### src/hdl/lgs_pkg.sv
`timescale 1ns / 1ps
// Shared types and constants for the toroidal life generation engine.
// No dependencies; every other file of the block imports this package.
package lgs_pkg;

    localparam int MAX_ROWS = 32;
    localparam int MAX_COLS = 32;
    localparam int ROW_AW   = 5;
    localparam int STEP_CW  = 6;

    localparam logic       MODE_LOAD   = 1'b0;
    localparam logic       MODE_STEP   = 1'b1;
    localparam logic [3:0] BIRTH_COUNT = 4'd3;
    localparam logic [3:0] KEEP_COUNT  = 4'd2;

    typedef struct packed {
        logic                mode;
        logic [ROW_AW-1:0]   row_index;
        logic [MAX_COLS-1:0] row_cells;
    } item_t;

    typedef struct packed {
        logic [ROW_AW-1:0]   row_index_res;
        logic [MAX_COLS-1:0] row_cells_res;
        logic [31:0]         generation;
        logic                last_row;
    } result_t;

    // Commands from the sequencer to the datapath.
    typedef struct packed {
        logic              load_wr;
        logic              gen_inc;
        logic              rd_en;
        logic [ROW_AW-1:0] rd_addr;
        logic              shift;
        logic              save_row0;
        logic              compute;
        logic              use_row0;
        logic [ROW_AW-1:0] wr_row;
    } cmd_t;

endpackage

### src/hdl/lgs_ctrl.sv
`timescale 1ns / 1ps
// Sequencer of the life engine: accepts items and walks the rows of a step.
// Depends on lgs_pkg.
module lgs_ctrl
    import lgs_pkg::*;
#(
    parameter int GRID_SIZE = 32
)
(
    input  logic  clk,
    input  logic  rst_n,
    input  logic  start,
    input  item_t item,
    output logic  busy,
    output cmd_t  cmd
);

    localparam int EDGE = (GRID_SIZE > MAX_COLS) ? MAX_COLS : GRID_SIZE;
    localparam logic [ROW_AW:0]    EDGE_W   = (ROW_AW + 1)'(EDGE);
    localparam logic [ROW_AW-1:0]  LAST_ROW = ROW_AW'(EDGE - 1);
    localparam logic [STEP_CW-1:0] K_RD_END = STEP_CW'(EDGE);
    localparam logic [STEP_CW-1:0] K_SH_END = STEP_CW'(EDGE + 1);
    localparam logic [STEP_CW-1:0] K_END    = STEP_CW'(EDGE + 2);

    typedef enum logic [1:0] {
        ST_IDLE = 2'b01,
        ST_STEP = 2'b10
    } state_t;

    state_t              state_reg, state_next;
    logic [STEP_CW-1:0]  k_reg, k_next;
    logic [STEP_CW-1:0]  k_minus1, k_minus3;
    logic                accept;

    assign busy     = (state_reg == ST_STEP);
    assign accept   = start && !busy;
    assign k_minus1 = k_reg - STEP_CW'(1);
    assign k_minus3 = k_reg - STEP_CW'(3);

    always_comb
    begin
        state_next = state_reg;
        k_next     = k_reg;
        unique case (state_reg)
            ST_IDLE:
            begin
                if (accept && item.mode == MODE_STEP)
                begin
                    state_next = ST_STEP;
                    k_next     = '0;
                end
            end
            ST_STEP:
            begin
                if (k_reg == K_END)
                    state_next = ST_IDLE;
                else
                    k_next = k_reg + STEP_CW'(1);
            end
            default:
            begin
                state_next = ST_IDLE;
            end
        endcase
    end

    // Reads go out at counts 0..EDGE, their data arrives in the cycle after, and a
    // new row is formed once the row below it is available.
    always_comb
    begin
        cmd.load_wr   = accept && (item.mode == MODE_LOAD)
                        && ({1'b0, item.row_index} < EDGE_W);
        cmd.gen_inc   = accept && (item.mode == MODE_STEP);
        cmd.rd_en     = busy && (k_reg <= K_RD_END);
        cmd.rd_addr   = (k_reg == '0) ? LAST_ROW : k_minus1[ROW_AW-1:0];
        cmd.shift     = busy && (k_reg >= STEP_CW'(1)) && (k_reg <= K_SH_END);
        cmd.save_row0 = busy && (k_reg == STEP_CW'(2));
        cmd.compute   = busy && (k_reg >= STEP_CW'(3));
        cmd.use_row0  = (k_reg == K_END);
        cmd.wr_row    = k_minus3[ROW_AW-1:0];
    end

    always_ff @(posedge clk or negedge rst_n)
    begin
        if (!rst_n)
        begin
            state_reg <= ST_IDLE;
            k_reg     <= '0;
        end
        else
        begin
            state_reg <= state_next;
            k_reg     <= k_next;
        end
    end

endmodule

### src/hdl/lgs_datapath.sv
`timescale 1ns / 1ps
// Datapath of the life engine: row memory, three-row window, cell rule lanes,
// generation counter and result register. Depends on lgs_pkg.
module lgs_datapath
    import lgs_pkg::*;
#(
    parameter int GRID_SIZE = 32
)
(
    input  logic    clk,
    input  logic    rst_n,
    input  item_t   item,
    input  cmd_t    cmd,
    output result_t result,
    output logic    result_valid
);

    localparam int EDGE = (GRID_SIZE > MAX_COLS) ? MAX_COLS : GRID_SIZE;
    localparam logic [MAX_COLS-1:0] ROW_MASK =
        (EDGE >= MAX_COLS) ? '1 : MAX_COLS'((64'd1 << EDGE) - 64'd1);
    localparam logic [ROW_AW-1:0] LAST_ROW = ROW_AW'(EDGE - 1);

    logic [MAX_COLS-1:0] grid_mem [MAX_ROWS];
    logic [MAX_ROWS-1:0] row_valid_reg;
    logic [MAX_COLS-1:0] rd_data_reg;
    logic                rd_valid_reg;
    logic [MAX_COLS-1:0] up_reg, mid_reg, row0_reg;
    logic [31:0]         gen_reg;
    result_t             result_reg;
    logic                result_valid_reg;

    logic [MAX_COLS-1:0] rd_row, dn_row, new_row, wr_data;
    logic [ROW_AW-1:0]   wr_addr;
    logic                wr_en;

    // A row that was never written reads as dead cells.
    assign rd_row = rd_valid_reg ? rd_data_reg : '0;
    assign dn_row = cmd.use_row0 ? row0_reg : rd_row;

    always_comb
    begin
        logic [3:0] sum;
        int         lf;
        int         rt;
        new_row = '0;
        for (int c = 0; c < EDGE; c++)
        begin
            lf  = (c == 0) ? EDGE - 1 : c - 1;
            rt  = (c == EDGE - 1) ? 0 : c + 1;
            sum = 4'(up_reg[lf]) + 4'(up_reg[c]) + 4'(up_reg[rt])
                + 4'(mid_reg[lf]) + 4'(mid_reg[rt])
                + 4'(dn_row[lf]) + 4'(dn_row[c]) + 4'(dn_row[rt]);
            new_row[c] = (sum == BIRTH_COUNT) || ((sum == KEEP_COUNT) && mid_reg[c]);
        end
    end

    assign wr_en   = cmd.load_wr || cmd.compute;
    assign wr_addr = cmd.compute ? cmd.wr_row : item.row_index;
    assign wr_data = cmd.compute ? new_row : (item.row_cells & ROW_MASK);

    always_ff @(posedge clk)
    begin
        if (wr_en)
            grid_mem[wr_addr] <= wr_data;
        if (cmd.rd_en)
            rd_data_reg <= grid_mem[cmd.rd_addr];
    end

    always_ff @(posedge clk or negedge rst_n)
    begin
        if (!rst_n)
        begin
            row_valid_reg <= '0;
            rd_valid_reg  <= 1'b0;
        end
        else
        begin
            if (wr_en)
                row_valid_reg[wr_addr] <= 1'b1;
            if (cmd.rd_en)
                rd_valid_reg <= row_valid_reg[cmd.rd_addr];
        end
    end

    always_ff @(posedge clk)
    begin
        if (cmd.shift)
        begin
            up_reg  <= mid_reg;
            mid_reg <= rd_row;
        end
        if (cmd.save_row0)
            row0_reg <= rd_row;
        if (cmd.compute)
        begin
            result_reg.row_index_res <= cmd.wr_row;
            result_reg.row_cells_res <= new_row;
            result_reg.generation    <= gen_reg;
            result_reg.last_row      <= (cmd.wr_row == LAST_ROW);
        end
    end

    always_ff @(posedge clk or negedge rst_n)
    begin
        if (!rst_n)
        begin
            gen_reg          <= '0;
            result_valid_reg <= 1'b0;
        end
        else
        begin
            if (cmd.gen_inc)
                gen_reg <= gen_reg + 32'd1;
            result_valid_reg <= cmd.compute;
        end
    end

    assign result       = result_reg;
    assign result_valid = result_valid_reg;

endmodule

### src/hdl/life_generation_step.sv
`timescale 1ns / 1ps
// Top level of the toroidal life generation engine.
// Depends on lgs_pkg, lgs_ctrl and lgs_datapath.
//
//  channel  ports                      transfer takes place when
//  -------  -------------------------  ------------------------------------
//  item     start, busy, item          rising edge with start high, busy low
//  result   result_valid, result       rising edge ending a result_valid cycle
//
// A load transfer writes one row in the cycle it is accepted; busy stays low
// and the next item can follow at once. A step transfer raises busy while the
// grid of EDGE rows is stepped, where EDGE is GRID_SIZE capped at 32: the
// row memory has one read port, so the rows stream through a three-row
// window one per cycle, after a lead-in that fetches the wrapping top
// neighbour and the first two rows.
// Results leave back to back, one row per cycle, the first once the lead-in
// is over and its new row is registered; busy falls as the last row is shown.
// Reset clears the grid to all dead cells and the generation count to zero.
// The receiver cannot stall the result stream, so nothing is held back.
module life_generation_step
    import lgs_pkg::*;
#(
    parameter int GRID_SIZE = 32
)
(
    input  logic    clk,
    input  logic    rst_n,
    input  logic    start,
    input  item_t   item,
    output logic    busy,
    output result_t result,
    output logic    result_valid
);

    cmd_t cmd;

    // The sequencer owns the row counter and decides what the datapath
    // does each cycle.
    lgs_ctrl #(
        .GRID_SIZE (GRID_SIZE)
    ) u_ctrl (
        .clk   (clk),
        .rst_n (rst_n),
        .start (start),
        .item  (item),
        .busy  (busy),
        .cmd   (cmd)
    );

    // The datapath holds the grid, forms each new row and registers it.
    lgs_datapath #(
        .GRID_SIZE (GRID_SIZE)
    ) u_datapath (
        .clk          (clk),
        .rst_n        (rst_n),
        .item         (item),
        .cmd          (cmd),
        .result       (result),
        .result_valid (result_valid)
    );

    // A step transfer always leads to the sequencer being busy.
    a_step_busy: assert property (@(posedge clk) disable iff (!rst_n)
        (start && !busy && item.mode == MODE_STEP) |=> busy)
        else $error("step transfer did not start the sequencer");

    // Rows of one generation come without gaps until the last one.
    a_rows_contiguous: assert property (@(posedge clk) disable iff (!rst_n)
        (result_valid && !result.last_row) |=> result_valid)
        else $error("gap in the result row stream");

    // The sequencer is free again once the last row is shown.
    a_last_idle: assert property (@(posedge clk) disable iff (!rst_n)
        (result_valid && result.last_row) |-> !busy)
        else $error("sequencer still busy on the last row");

    // A new step never begins while rows of the previous one are pending.
    a_no_overlap: assert property (@(posedge clk) disable iff (!rst_n)
        $rose(busy) |-> !result_valid)
        else $error("step began with rows still being emitted");

endmodule
### config.mk
export PLATFORM = sky130hd
export DESIGN_NAME = life_generation_step
export DESIGN_NICKNAME = d
export VERILOG_FILES = /design/src/hdl/lgs_pkg.sv /design/src/hdl/lgs_ctrl.sv /design/src/hdl/lgs_datapath.sv /design/src/hdl/life_generation_step.sv
export SDC_FILE = /design/constraint.sdc
export NUM_CORES = 2
export LEC_CHECK = 0
export ABC_AREA = 1
export BUFFER_PORTS_ARGS = -buffer_cell sky130_fd_sc_hd__buf_2
export CAP_MARGIN = 20
export CORE_MARGIN = 3
export CORE_UTILIZATION = 57
export DETAILED_ROUTE_END_ITERATION = 8
export GPL_TIMING_DRIVEN = 0
export PLACE_DENSITY_LB_ADDON = 0.05
export SKIP_CTS_REPAIR_TIMING = 1
export SLEW_MARGIN = 0
export SYNTH_ARGS = -nofsm -noshare
export SYNTH_HDL_FRONTEND = slang
export SYNTH_HIERARCHICAL = 1
export SYNTH_SLANG_ARGS = --single-unit
### constraint.sdc
create_clock -name clk -period 5.3 [get_ports clk]
set_clock_uncertainty 0.05 [all_clocks]
set_input_delay 1.06 -clock clk [delete_from_list [all_inputs] [get_ports clk]]
set_output_delay 1.06 -clock clk [all_outputs]
set_load 0.02 [all_outputs]
==> impl_metrics.py <==
metrics = {
    "cells_and_area": {
        "drive_gt1_share_pct": 12.1,
        "fillers": 7237,
        "largest_reg_flops": 1024,
        "final_nets": 5581,
        "final_core_util_pct": 67.5,
        "area_growth_pct": 16.6,
        "final_cell_area_um2": 66900,
    },
    "power": {
        "combPwrFrac_pct": 24.0,
        "power_uw": 27600,
        "power_density_nw_per_um2": 413,
        "seqPwrFrac_pct": 41.8,
        "peakVddDrop_v": 0.000306,
        "p_int_uw": 18900,
        "switching_share_pct": 31.4,
        "switchingPower_uw": 8670,
        "cellLeakagePower_uw": 0.0260,
        "p_clk_share_pct": 34.2,
    },
    "synth": {
        "synthFlopType": "edfxtp_1",
        "synth_area_um2": 57300,
        "synthCells": 4946,
        "muxShareOfSynthArea_pct": 0,
        "ys_warn_count": 6,
        "ys_ff_latch": 1296,
        "synth-edff-count": 1222,
        "synth_cell_type_count": 39,
        "async_flop_share_pct": 5.71,
        "synthXorXnorAreaFrac_pct": 0.321,
        "avgSynthCellArea_um2": 11.6,
        "synthTopCellsByCount": "nand2_1, edfxtp_1, nand3_1",
        "synth_compound_area_share_pct": 3.35,
        "synth-simple-area-share_pct": 18.4,
        "synthAdderAreaFrac_pct": 6.68,
        "ys_top_cells_by_area": "edfxtp_1, nand2_1, nand3_1",
        "synth_top_family_by_area": "simple AND/OR/NAND/NOR gates",
        "syn_nets": 5217,
        "yosysTopAreaCell": "edfxtp_1",
        "yosysMostFrequentCell": "nand2_1",
        "yosysSeqAreaShare_pct": 67.2,
        "synth_top_area_share_pct": 64.0,
    },
    "clocking": {
        "cts_tree": "yes",
        "clkTransAtPathRegs_ns": 0.06,
        "cts_sinks": 1296,
        "cts_made_buffers": 136,
        "cts_buffer_depth": 3,
        "h-tree-depth": 4,
        "cts-root-buf": "clkbuf_16",
        "insertion_delay_ns": 0.75,
    },
    "detailed_routing": {
        "dr.pass1.iters": 8,
        "vias_per_cell": 5.89,
        "wl_per_cell_um": 24.9,
        "drt-total-wl_um": 167000,
        "postRouteAntennaNets": 0,
        "num_vias": 39500,
        "initialDrtViolationCount": 4806,
        "drc_errors": 0,
    },
    "setup_path": {
        "arrival_ns": 5.71,
        "path_class": "reg -> reg",
        "end_kind": "register",
        "cp_max_fo": 24,
        "crit_path_start_kind": "register",
        "required_ns": 5.81,
    },
    "sta": {
        "rsz0062_at_grt": "true",
        "fmax_mhz": 192,
        "setup_viol": 0,
        "relSlewSlack_pct": 21.9,
        "setup_tns_ns": 0,
        "timing.final.max_slew_violations": 0,
        "hold_viol": 0,
        "hold_ws_ns": 0.111,
        "fin_crit_sh_pct": 98.2,
        "period_needed_ns": 5.20,
        "worstMarginPinSlew_ns": 1.16,
    },
    "global_routing": {
        "grt_remaining_overflow": 0,
        "grt_max_degree": 77,
        "grt_antenna_before_repair": 5,
        "first_global_vias": 37400,
        "grtUsageTotal_pct": 32.0,
        "grt_pass1_wl_um": 241000,
    },
    "placed_design": {
        "placed_area_um2": 61800,
        "dpl.hpwl_um": 116000,
        "routabilityCongestion": 0.914,
        "io_buffers": 112,
    },
    "floorplanning": {
        "dieArea_um2": 104000,
        "ios": 113,
        "dieWidth_um": 323,
        "die_h_um": 323,
        "num_rows": 115,
        "start_util_pct": 57.8,
        "core_area_um2": 99100,
    },
    "status": {
        "status": "completed",
    },
    "hold_path": {
        "min_path_type": "in -> async",
    },
    "flow_run": {
        "maxCapViolations": 0,
    },
}
[layer usage]
| layer | up-vias | track usage (%) | share of wire (%) |
|---|---|---|---|
| met2 | 2120 | 48.4 | 44 |
| met5 | - | 0 | 0 |
| met3 | 348 | 6.17 | 11 |
| met1 | 19200 | 45.7 | 40 |
| li1 | 17800 | - | - |
| met4 | 0 | 14.7 | 5.1 |
[cells in the final DEF, fill, tap and decap left out, types with 103 or more instances in the layout]
cell type | netlist | routed
nand3_1 | 710 | 710
buf_2 | 110 | 221
ha_1 | 103 | 103
clkbuf_16 | 0 | 143
nor2_1 | 227 | 194
inv_1 | 319 | 317
clkbuf_1 | 99 | 125
edfxtp_1 | 1222 | 1222
fa_1 | 127 | 127
nand2_1 | 1436 | 1436
a21oi_1 | 168 | 167
[final timing paths]
path	slack (ns)	endpoint	from	cells past startpoint
min in group clk	0.40	u_datapath/result[5]	u_datapath/gen_reg[4]	0
worst min-delay path	0.11	u_datapath/gen_reg[0]	rst_n	1
worst max register to register	0.1	u_datapath/grid_mem[25][11]	u_ctrl/k_reg[0]	16
worst max-delay path	0.1	u_datapath/grid_mem[25][11]	u_ctrl/k_reg[0]	16
max in group asynchronous	4.48	u_ctrl/state_reg[0]	rst_n	2
worst min register to register	0.40	u_datapath/result[5]	u_datapath/gen_reg[4]	0
[cells by family after synthesis]
| family | Yosys count |
|---|---|
| adders and majority gates | 230 |
| DFF | 1296 |
| xor gates and xnor gates | 21 |
| AOI/OAI and AO/OA | 347 |
| buffers and inverters | 571 |
| and+or+nand+nor | 2481 |
[final cells by class]
class	instances	area, um^2	share of cell area [%]
timing repair buffer	224	2750	4.12
tap	1287	1610	2.41
clock inverter	56	552	0.825
buffer	246	1110	1.65
inverter	325	1220	1.83
clock buffer	187	3850	5.76
sequential	1296	38500	57.6
antenna	1	2.50	0.00374
multi-input combinational	3081	17200	25.8
[worst max-delay path: stages, from the launching register on]
cell	delay (ns)
dfrtp_1	0.48
inv_2	0.21
ha_1	0.21
nand2_1	0.09
nor2_1	0.21
inv_1	0.11
clkbuf_1	0.27
o21ai_0	0.59
fa_1	0.55
fa_1	0.49
inv_1	0.04
ha_1	0.20
fa_1	0.40
o2bb2ai_1	0.15
nand3b_1	0.26
o21ai_4	0.41
buf_12	0.23
[through the flow]
stage,cells,worst slack (ns)
6_report,6703,0.0963
5_1_grt,6702,-0.186
4_1_cts,6661,-0.700
3_5_place_dp,6418,-0.649
3_3_place_gp,6345,-2.96
2_1_floorplan,4946,0.135
[power by group through the flow]
stage	registers [uW]	logic, uW	clock network, uW
floorplan	11800	3650	0
global placement	11800	5830	0
detailed placement	11800	6270	0
CTS	11500	6310	9560
global route	11500	7250	9960
finish	11500	6630	9430
(Power assumes the default switching activity.)
